--- config.mk ---
export PLATFORM = sky130hd
export DESIGN_NAME = utf8_stream_decoder
export DESIGN_NICKNAME = d
export VERILOG_FILES = /design/src/rtl/core/u8d_pkg.sv /design/src/rtl/core/u8d_front.sv /design/src/rtl/core/u8d_jobq.sv /design/src/rtl/core/u8d_back.sv /design/src/rtl/core/utf8_stream_decoder.sv
export SDC_FILE = /design/constraint.sdc
export NUM_CORES = 1
export LEC_CHECK = 0
export BUFFER_PORTS_ARGS = -buffer_cell sky130_fd_sc_hd__buf_2
export CAP_MARGIN = 5
export CELL_PAD_IN_SITES_DETAIL_PLACEMENT = 0
export CELL_PAD_IN_SITES_GLOBAL_PLACEMENT = 1
export CORE_ASPECT_RATIO = 1.2
export CORE_UTILIZATION = 40
export DETAILED_ROUTE_END_ITERATION = 8
export HOLD_SLACK_MARGIN = 0.03
export PLACE_DENSITY_LB_ADDON = 0.15
export SKIP_CTS_REPAIR_TIMING = 1
export SLEW_MARGIN = 20
export SYNTH_ARGS = -nofsm -noshare
export SYNTH_HDL_FRONTEND = slang
export SYNTH_SLANG_ARGS = --single-unit
--- constraint.sdc ---
create_clock -name clk -period 11.43 [get_ports clk]
set_input_delay 1.143 -clock clk [delete_from_list [all_inputs] [get_ports clk]]
set_output_delay 1.143 -clock clk [all_outputs]
set_load 0.02 [all_outputs]
--- src/rtl/core/u8d_pkg.sv ---
`timescale 1ns / 1ps

package u8d_pkg;

	localparam int unsigned CP_W       = 21;
	localparam int unsigned JOB_DEPTH  = 4;
	localparam int unsigned JOB_PTR_W  = $clog2(JOB_DEPTH);
	localparam int unsigned JOB_CNT_W  = $clog2(JOB_DEPTH + 1);

	localparam logic [CP_W-1:0] REPL_RESET = 21'h00FFFD;
	localparam logic [CP_W-1:0] MAX_CP     = 21'h10FFFF;
	localparam logic [CP_W-1:0] SURR_LO    = 21'h00D800;
	localparam logic [CP_W-1:0] SURR_HI    = 21'h00DFFF;
	localparam logic [CP_W-1:0] MIN_2B     = 21'h000080;
	localparam logic [CP_W-1:0] MIN_3B     = 21'h000800;
	localparam logic [CP_W-1:0] MIN_4B     = 21'h010000;

	localparam logic [7:0] LEAD2_LO  = 8'hC2;
	localparam logic [7:0] LEAD2_HI  = 8'hDF;
	localparam logic [7:0] LEAD3_LO  = 8'hE0;
	localparam logic [7:0] LEAD3_HI  = 8'hEF;
	localparam logic [7:0] LEAD4_LO  = 8'hF0;
	localparam logic [7:0] LEAD4_HI  = 8'hF4;
	localparam logic [7:0] CONT_MASK = 8'hC0;
	localparam logic [7:0] CONT_TAG  = 8'h80;

	localparam logic [1:0] NEED_NONE = 2'd0;
	localparam logic [1:0] NEED_ONE  = 2'd1;
	localparam logic [1:0] NEED_TWO  = 2'd2;
	localparam logic [1:0] NEED_THREE = 2'd3;

	typedef struct packed {
		logic [7:0] text_byte;
		logic       end_of_text;
	} byte_item_t;

	typedef struct packed {
		logic [CP_W-1:0] codepoint;
		logic            was_replaced;
		logic            last_of_run;
		logic            text_done;
	} result_t;

	// one byte's worth of output: n_rep replacements, then optionally val
	typedef struct packed {
		logic [2:0]      n_rep;
		logic            has_val;
		logic [CP_W-1:0] val;
		logic            eot;
	} job_t;

endpackage

--- src/rtl/core/u8d_front.sv ---
`timescale 1ns / 1ps

module u8d_front (
	input  logic                clk,
	input  logic                arst_n,
	input  logic                push,
	input  u8d_pkg::byte_item_t byte_item,
	input  logic                q_full,
	output logic                full,
	output logic                job_push,
	output u8d_pkg::job_t       job
);
	import u8d_pkg::*;

	logic [1:0]      need_q, need_d;
	logic [1:0]      seen_q, seen_d;
	logic [CP_W-1:0] part_q, part_d;

	logic [7:0]      b;
	logic            eot;
	logic            accept;
	logic            pending;
	logic            is_cont;
	logic            l_ascii;
	logic [1:0]      l_need;
	logic [CP_W-1:0] l_val;
	logic [CP_W-1:0] cont_part;
	logic [1:0]      cont_seen;
	logic            complete;
	logic [CP_W-1:0] min_v;
	logic            range_bad;
	logic            do_lead;
	logic [2:0]      n_rep;
	logic            has_val;
	logic [CP_W-1:0] val;

	assign b       = byte_item.text_byte;
	assign eot     = byte_item.end_of_text;
	assign full    = q_full;
	assign accept  = push & ~q_full;
	assign pending = (need_q != NEED_NONE);
	assign is_cont = ((b & CONT_MASK) == CONT_TAG);

	always_comb begin
		l_ascii = ~b[7];
		l_need  = NEED_NONE;
		l_val   = '0;
		priority if (b >= LEAD2_LO && b <= LEAD2_HI) begin
			l_need = NEED_ONE;
			l_val  = {16'd0, b[4:0]};
		end else if (b >= LEAD3_LO && b <= LEAD3_HI) begin
			l_need = NEED_TWO;
			l_val  = {17'd0, b[3:0]};
		end else if (b >= LEAD4_LO && b <= LEAD4_HI) begin
			l_need = NEED_THREE;
			l_val  = {18'd0, b[2:0]};
		end else begin
			l_need = NEED_NONE;
		end
	end

	assign cont_part = {part_q[CP_W-7:0], b[5:0]};
	assign cont_seen = seen_q + 2'd1;
	assign complete  = (cont_seen >= need_q);

	always_comb begin
		unique case (need_q)
			NEED_TWO:   min_v = MIN_3B;
			NEED_THREE: min_v = MIN_4B;
			default:    min_v = MIN_2B;
		endcase
	end

	assign range_bad = (cont_part < min_v) || (cont_part > MAX_CP) ||
		(cont_part >= SURR_LO && cont_part <= SURR_HI);

	always_comb begin
		n_rep   = 3'd0;
		has_val = 1'b0;
		val     = '0;
		need_d  = need_q;
		seen_d  = seen_q;
		part_d  = part_q;
		do_lead = 1'b0;
		if (!pending) begin
			do_lead = 1'b1;
		end else if (is_cont) begin
			part_d = cont_part;
			seen_d = cont_seen;
			if (complete) begin
				if (range_bad) begin
					n_rep = {1'b0, cont_seen} + 3'd1;
				end else begin
					has_val = 1'b1;
					val     = cont_part;
				end
				need_d = NEED_NONE;
				seen_d = 2'd0;
				part_d = '0;
			end else if (eot) begin
				n_rep  = {1'b0, cont_seen} + 3'd1;
				need_d = NEED_NONE;
				seen_d = 2'd0;
				part_d = '0;
			end
		end else begin
			// breaking byte: flush lead and held continuations, then redo as lead
			n_rep   = {1'b0, seen_q} + 3'd1;
			need_d  = NEED_NONE;
			seen_d  = 2'd0;
			part_d  = '0;
			do_lead = 1'b1;
		end

		if (do_lead) begin
			if (l_ascii) begin
				has_val = 1'b1;
				val     = {13'd0, b};
			end else if (l_need == NEED_NONE || eot) begin
				n_rep = n_rep + 3'd1;
			end else begin
				need_d = l_need;
				seen_d = 2'd0;
				part_d = l_val;
			end
		end
	end

	assign job_push    = accept & ((n_rep != 3'd0) | has_val);
	assign job.n_rep   = n_rep;
	assign job.has_val = has_val;
	assign job.val     = val;
	assign job.eot     = eot;

	always_ff @(posedge clk or negedge arst_n) begin
		if (!arst_n) begin
			need_q <= NEED_NONE;
			seen_q <= 2'd0;
			part_q <= '0;
		end else if (accept) begin
			need_q <= need_d;
			seen_q <= seen_d;
			part_q <= part_d;
		end
	end

endmodule

--- src/rtl/core/u8d_jobq.sv ---
`timescale 1ns / 1ps

module u8d_jobq (
	input  logic          clk,
	input  logic          arst_n,
	input  logic          push,
	input  u8d_pkg::job_t din,
	input  logic          pop,
	output u8d_pkg::job_t dout,
	output logic          full,
	output logic          empty
);
	import u8d_pkg::*;

	job_t                 mem_q [JOB_DEPTH];
	logic [JOB_PTR_W-1:0] wr_ptr_q;
	logic [JOB_PTR_W-1:0] rd_ptr_q;
	logic [JOB_CNT_W-1:0] cnt_q;
	logic                 do_push;
	logic                 do_pop;

	assign full    = (cnt_q == JOB_CNT_W'(JOB_DEPTH));
	assign empty   = (cnt_q == '0);
	assign do_push = push & ~full;
	assign do_pop  = pop & ~empty;
	assign dout    = mem_q[rd_ptr_q];

	always_ff @(posedge clk) begin
		if (do_push) begin
			mem_q[wr_ptr_q] <= din;
		end
	end

	always_ff @(posedge clk or negedge arst_n) begin
		if (!arst_n) begin
			wr_ptr_q <= '0;
			rd_ptr_q <= '0;
			cnt_q    <= '0;
		end else begin
			if (do_push) begin
				wr_ptr_q <= wr_ptr_q + JOB_PTR_W'(1);
			end
			if (do_pop) begin
				rd_ptr_q <= rd_ptr_q + JOB_PTR_W'(1);
			end
			if (do_push && !do_pop) begin
				cnt_q <= cnt_q + JOB_CNT_W'(1);
			end else if (do_pop && !do_push) begin
				cnt_q <= cnt_q - JOB_CNT_W'(1);
			end
		end
	end

endmodule

--- src/rtl/core/u8d_back.sv ---
`timescale 1ns / 1ps

module u8d_back (
	input  logic                         clk,
	input  logic                         arst_n,
	input  logic                         job_valid,
	input  u8d_pkg::job_t                job,
	input  logic [u8d_pkg::CP_W-1:0]     repl,
	output logic                         job_pop,
	input  logic                         pop,
	output logic                         empty,
	output u8d_pkg::result_t             result
);
	import u8d_pkg::*;

	logic [2:0] idx_q;
	logic       out_valid_q;
	result_t    result_q;
	logic [2:0] total;
	logic       is_rep;
	logic       last;
	logic       advance;
	result_t    item;

	assign total   = job.n_rep + {2'd0, job.has_val};
	assign is_rep  = (idx_q < job.n_rep);
	assign last    = (idx_q == total - 3'd1);
	assign advance = ~out_valid_q | pop;
	assign job_pop = advance & job_valid & last;

	// replacements come first, the decoded value (if any) closes the run
	assign item.codepoint    = is_rep ? repl : job.val;
	assign item.was_replaced = is_rep;
	assign item.last_of_run  = last;
	assign item.text_done    = last & job.eot;

	assign empty  = ~out_valid_q;
	assign result = result_q;

	always_ff @(posedge clk) begin
		if (advance && job_valid) begin
			result_q <= item;
		end
	end

	always_ff @(posedge clk or negedge arst_n) begin
		if (!arst_n) begin
			idx_q       <= 3'd0;
			out_valid_q <= 1'b0;
		end else if (advance) begin
			out_valid_q <= job_valid;
			if (job_valid) begin
				idx_q <= last ? 3'd0 : idx_q + 3'd1;
			end
		end
	end

endmodule

--- src/rtl/core/utf8_stream_decoder.sv ---
`timescale 1ns / 1ps

// channel    | handshake             | payload
// -----------+-----------------------+-------------------------------------
// byte in    | push / full           | byte_item  (text_byte, end_of_text)
// result out | pop / empty           | result     (codepoint, was_replaced,
//            |                       |             last_of_run, text_done)
// config     | cfg_valid / cfg_ready | cfg_data   (replacement code point)
//
// One byte is taken per cycle while full is low; a byte that yields k code
// points (at most four) holds the result side until all k are out, one
// result per cycle while pop is held high. A four-entry job queue between
// the byte classifier and the result sequencer absorbs those runs; full
// rises only when that queue is full. A byte's job is queued, and its
// first result is then registered before it reaches the ports.
// cfg_ready is always high. Reset clears the pending sequence, the queue
// and the output valid flag, and sets the replacement code point to U+FFFD.

module utf8_stream_decoder (
	input  logic                         clk,
	input  logic                         arst_n,
	input  logic                         push,
	output logic                         full,
	input  u8d_pkg::byte_item_t          byte_item,
	input  logic                         pop,
	output logic                         empty,
	output u8d_pkg::result_t             result,
	input  logic                         cfg_valid,
	output logic                         cfg_ready,
	input  logic [u8d_pkg::CP_W-1:0]     cfg_data
);
	import u8d_pkg::*;

	logic [CP_W-1:0] repl_q;
	logic            job_push;
	job_t            job_in;
	job_t            job_out;
	logic            q_full;
	logic            q_empty;
	logic            job_pop;

	assign cfg_ready = 1'b1;

	always_ff @(posedge clk or negedge arst_n) begin
		if (!arst_n) begin
			repl_q <= REPL_RESET;
		end else if (cfg_valid && cfg_ready) begin
			repl_q <= cfg_data;
		end
	end

	u8d_front u_front (
		.clk       (clk),
		.arst_n    (arst_n),
		.push      (push),
		.byte_item (byte_item),
		.q_full    (q_full),
		.full      (full),
		.job_push  (job_push),
		.job       (job_in)
	);

	u8d_jobq u_jobq (
		.clk    (clk),
		.arst_n (arst_n),
		.push   (job_push),
		.din    (job_in),
		.pop    (job_pop),
		.dout   (job_out),
		.full   (q_full),
		.empty  (q_empty)
	);

	u8d_back u_back (
		.clk       (clk),
		.arst_n    (arst_n),
		.job_valid (~q_empty),
		.job       (job_out),
		.repl      (repl_q),
		.job_pop   (job_pop),
		.pop       (pop),
		.empty     (empty),
		.result    (result)
	);

	a_done_is_last: assert property (@(posedge clk) disable iff (!arst_n)
		(!empty && result.text_done) |-> result.last_of_run)
		else $error("text_done without last_of_run");

	a_decoded_is_scalar: assert property (@(posedge clk) disable iff (!arst_n)
		(!empty && !result.was_replaced) |->
		((result.codepoint <= MAX_CP) &&
		 ((result.codepoint < SURR_LO) || (result.codepoint > SURR_HI))))
		else $error("decoded value is not a Unicode scalar");

	a_only_repl_before_tail: assert property (@(posedge clk) disable iff (!arst_n)
		(!empty && !result.last_of_run) |-> result.was_replaced)
		else $error("decoded value inside a run");

endmodule

==> metrics.txt <==
outcome=finished, final reports clean; share of total power in combinational logic=0.314; global route overflow=0; critical path class=flip-flop to flip-flop; CP Cell Sequence=inv_1 -> ha_1 -> inv_1 -> ha_1 -> a21o_2 -> o21ai_0 -> a21oi_1 -> a22oi_1 -> nor2_1 -> ha_1 -> o2111ai_1 -> a21oi_1 -> a221oi_2 -> and3_1 -> a21oi_1 -> ha_1 -> inv_1 -> fa_1 -> mux2_2; share of cells above drive strength 1=0.314; H-tree depth=4; root buf cell=clkbuf_16; Die Wd=about 130 um; initial antenna violation count=0; Worst-Skew Late Latency=430 ps; worst path required time=11750 ps; P_sw=737 uW; sequential share of power=0.419; clock transition at the registers of the reported paths=roughly 70 ps; Worst EP arrival=5530 ps; number of port buffers=60; Final GP Congestion=0.869; Multi-input gate area=around 2500 sq um; Total Routed Length=between 15000 and 20000 um; I/O pin count=62; top cells by area, synth=edfxtp_1 49%, dfrtp_1 12%, mux4_2 7.5%; core footprint=roughly 19000 sq um; Worst Path Max Fanout=8; Total Routing Usage GR=0.165; commonest non-fill, non-tap cell in the layout=edfxtp_1; Hold Violations, Final=0; count of cell types in the netlist=67; period utilisation layout=0.456; Max stage delay on crit path=~550 ps; Post-Syn Instances=about 520; pwr/cell area=~240 nW/um^2; Placement Setup Slack=6250 ps; RSZ-0062 raised after global routing=no; Synth top area share=0.492; CTS Sinks=179; FF+latch area=5140 sq um; setup violators final=0; Setup TNS=0 ps; fin util=0.477; Starting Density=0.412; Cell Area, Placed=8450 sq um; reg2reg setup slack=6220 ps; register area share after synthesis=0.657; crit-path most repeated cell=ha_1; number of diodes=0; first-pass GRT wire length=24500 um; worst path buffer plus inverter count=3; DR WL/cell=roughly 18 um; syn_area_per_cell=roughly 15 sq um; cell accounting for the most synthesized area=edfxtp_1; row cnt=55; P&R area growth vs syn=15.9%; TritonCTS clock tree=built; Cell Int Power=~1500 uW; # fillers=about 1700; Via Count=roughly 4400; fin area=9060 sq um; # nets final=between 600 and 700; setup ws final=6220 ps; YS warnings=0; nature of the critical path endpoint=flip-flop; ys async rst share=0.285; # Max-Cap Violations=0; Post-synth EDFFs=around 130; Switching Share=0.332; Crit path max-delay family=compound AO/OA/AOI/OAI gates; Worst Hold Class=flip-flop to flip-flop; slowest stage cell, crit path=o21ai_0; Worst slew margin=0.332; vias in the first global route=4614; syn_nets=~570; Post-DRT Antenna Nets=0; minimum clock period=5210 ps; P_leak=0.00349 uW; cts bufs inserted=17; Seq cells post-synth=179; maximum number of pins on one net before global-route repair=52; total power=2220 uW; die height=around 160 um; via-per-instance ratio=5.10; Worst-Margin Slew=1000 ps; Initial DRC Count=224; most frequent cells in the layout=128 x edfxtp_1, 78 x nand2_1, 60 x buf_2; fmax=roughly 190 MHz; Slew Viols, Final=0; DP Wirelength=10200 um; Clock Path Buffers=2; drt first pass iters=6; DRC violations left=0; power share of the clock group=0.268; Main synth FF type=edfxtp_1; Setup Skew=~12 ps; die area=20100 sq um; Netlist Area Pre-Place=a little under 8000 sq um; CP Launch Type=flip-flop; VDD IR max=approximately 0.00012 V
## flip-flops by register name (all words and copies together) (netlist names)
signal,flops
repl_q,21
u_jobq.mem_q,104
u_front.need_q,2
u_front.seen_q,2
u_jobq.cnt_q,3
u_jobq.wr_ptr_q,2
u_jobq.rd_ptr_q,2
u_back.result,24
u_front.part_q,15
u_back.out_valid_q,1
u_back.idx_q,3
## synthesized netlist by cell type, types with 3 or more instances
master,count
mux4_2,26
dfstp_2,15
o21ai_1,4
inv_1,22
a21oi_1,7
nand2b_1,6
edfxtp_1,128
a211oi_2,4
ha_1,17
o211ai_1,3
nand2_1,78
dfrtp_1,36
or4_1,3
nor2_1,7
clkbuf_1,13
nor3_1,9
a22o_1,13
mux2_2,24
xor2_1,3
xnor2_1,7
o21a_1,4
and2_1,21
o21ai_0,10
nand3_1,5
## routing by layer
layer,GRT usage,wire length (um),up-vias
li1,-,-,2081
met1,0.196,6780,2186
met2,0.287,7700,87
met3,0.0368,510,18
met4,0.0653,315,0
met5,0,0,-
## worst paths after layout
kind / endpoint / from / cells after the start
max in group asynchronous: repl_q[16] / arst_n / 2
min: u_jobq.cnt_q[2] / u_jobq.cnt_q[2] / 1
min in group asynchronous: u_front.part_q[3] / arst_n / 2
max: u_jobq.cnt_q[1] / u_front.seen_q[0] / 19
min reg2reg: u_jobq.cnt_q[2] / u_jobq.cnt_q[2] / 1
max reg2reg: u_jobq.cnt_q[1] / u_front.seen_q[0] / 19
## logic make-up after synthesis
| family | after synthesis | synth area share |
|---|---|---|
| compound gates | 69 | 0.0732 |
| xor+xnor | 10 | 0.0112 |
| fa+ha+maj | 18 | 0.0298 |
| buf+inv | 42 | 0.0232 |
| flops | 179 | 0.657 |
| mux | 51 | 0.111 |
| other cells | 1 | 0.000480 |
| simple gates | 149 | 0.0940 |
## power by group through the flow
stage               clock network, uW  registers [uW]  logic [uW]
finish                            594             929         696
floorplan                           0             992         456
CTS                               605             932         718
global placement                    0             937         702
global route                      633             943         779
detailed placement                  0             945         716
## metrics by stage
stage	hold WS, ps	instances
2_1_floorplan	456	519
3_3_place_gp	475	825
3_5_place_dp	493	825
4_1_cts	505	857
5_1_grt	530	857
6_report	498	857
## cell type report
cell class / count / area share
timing repair buffer: 70 / 0.0414
clock inverter: 14 / 0.0185
sequential: 179 / 0.567
tap: 256 / 0.0353
multi-input combinational: 298 / 0.280
inverter: 22 / 0.00911
clock buffer: 18 / 0.0485
Note: power is estimated with default switching activity, not from simulation.
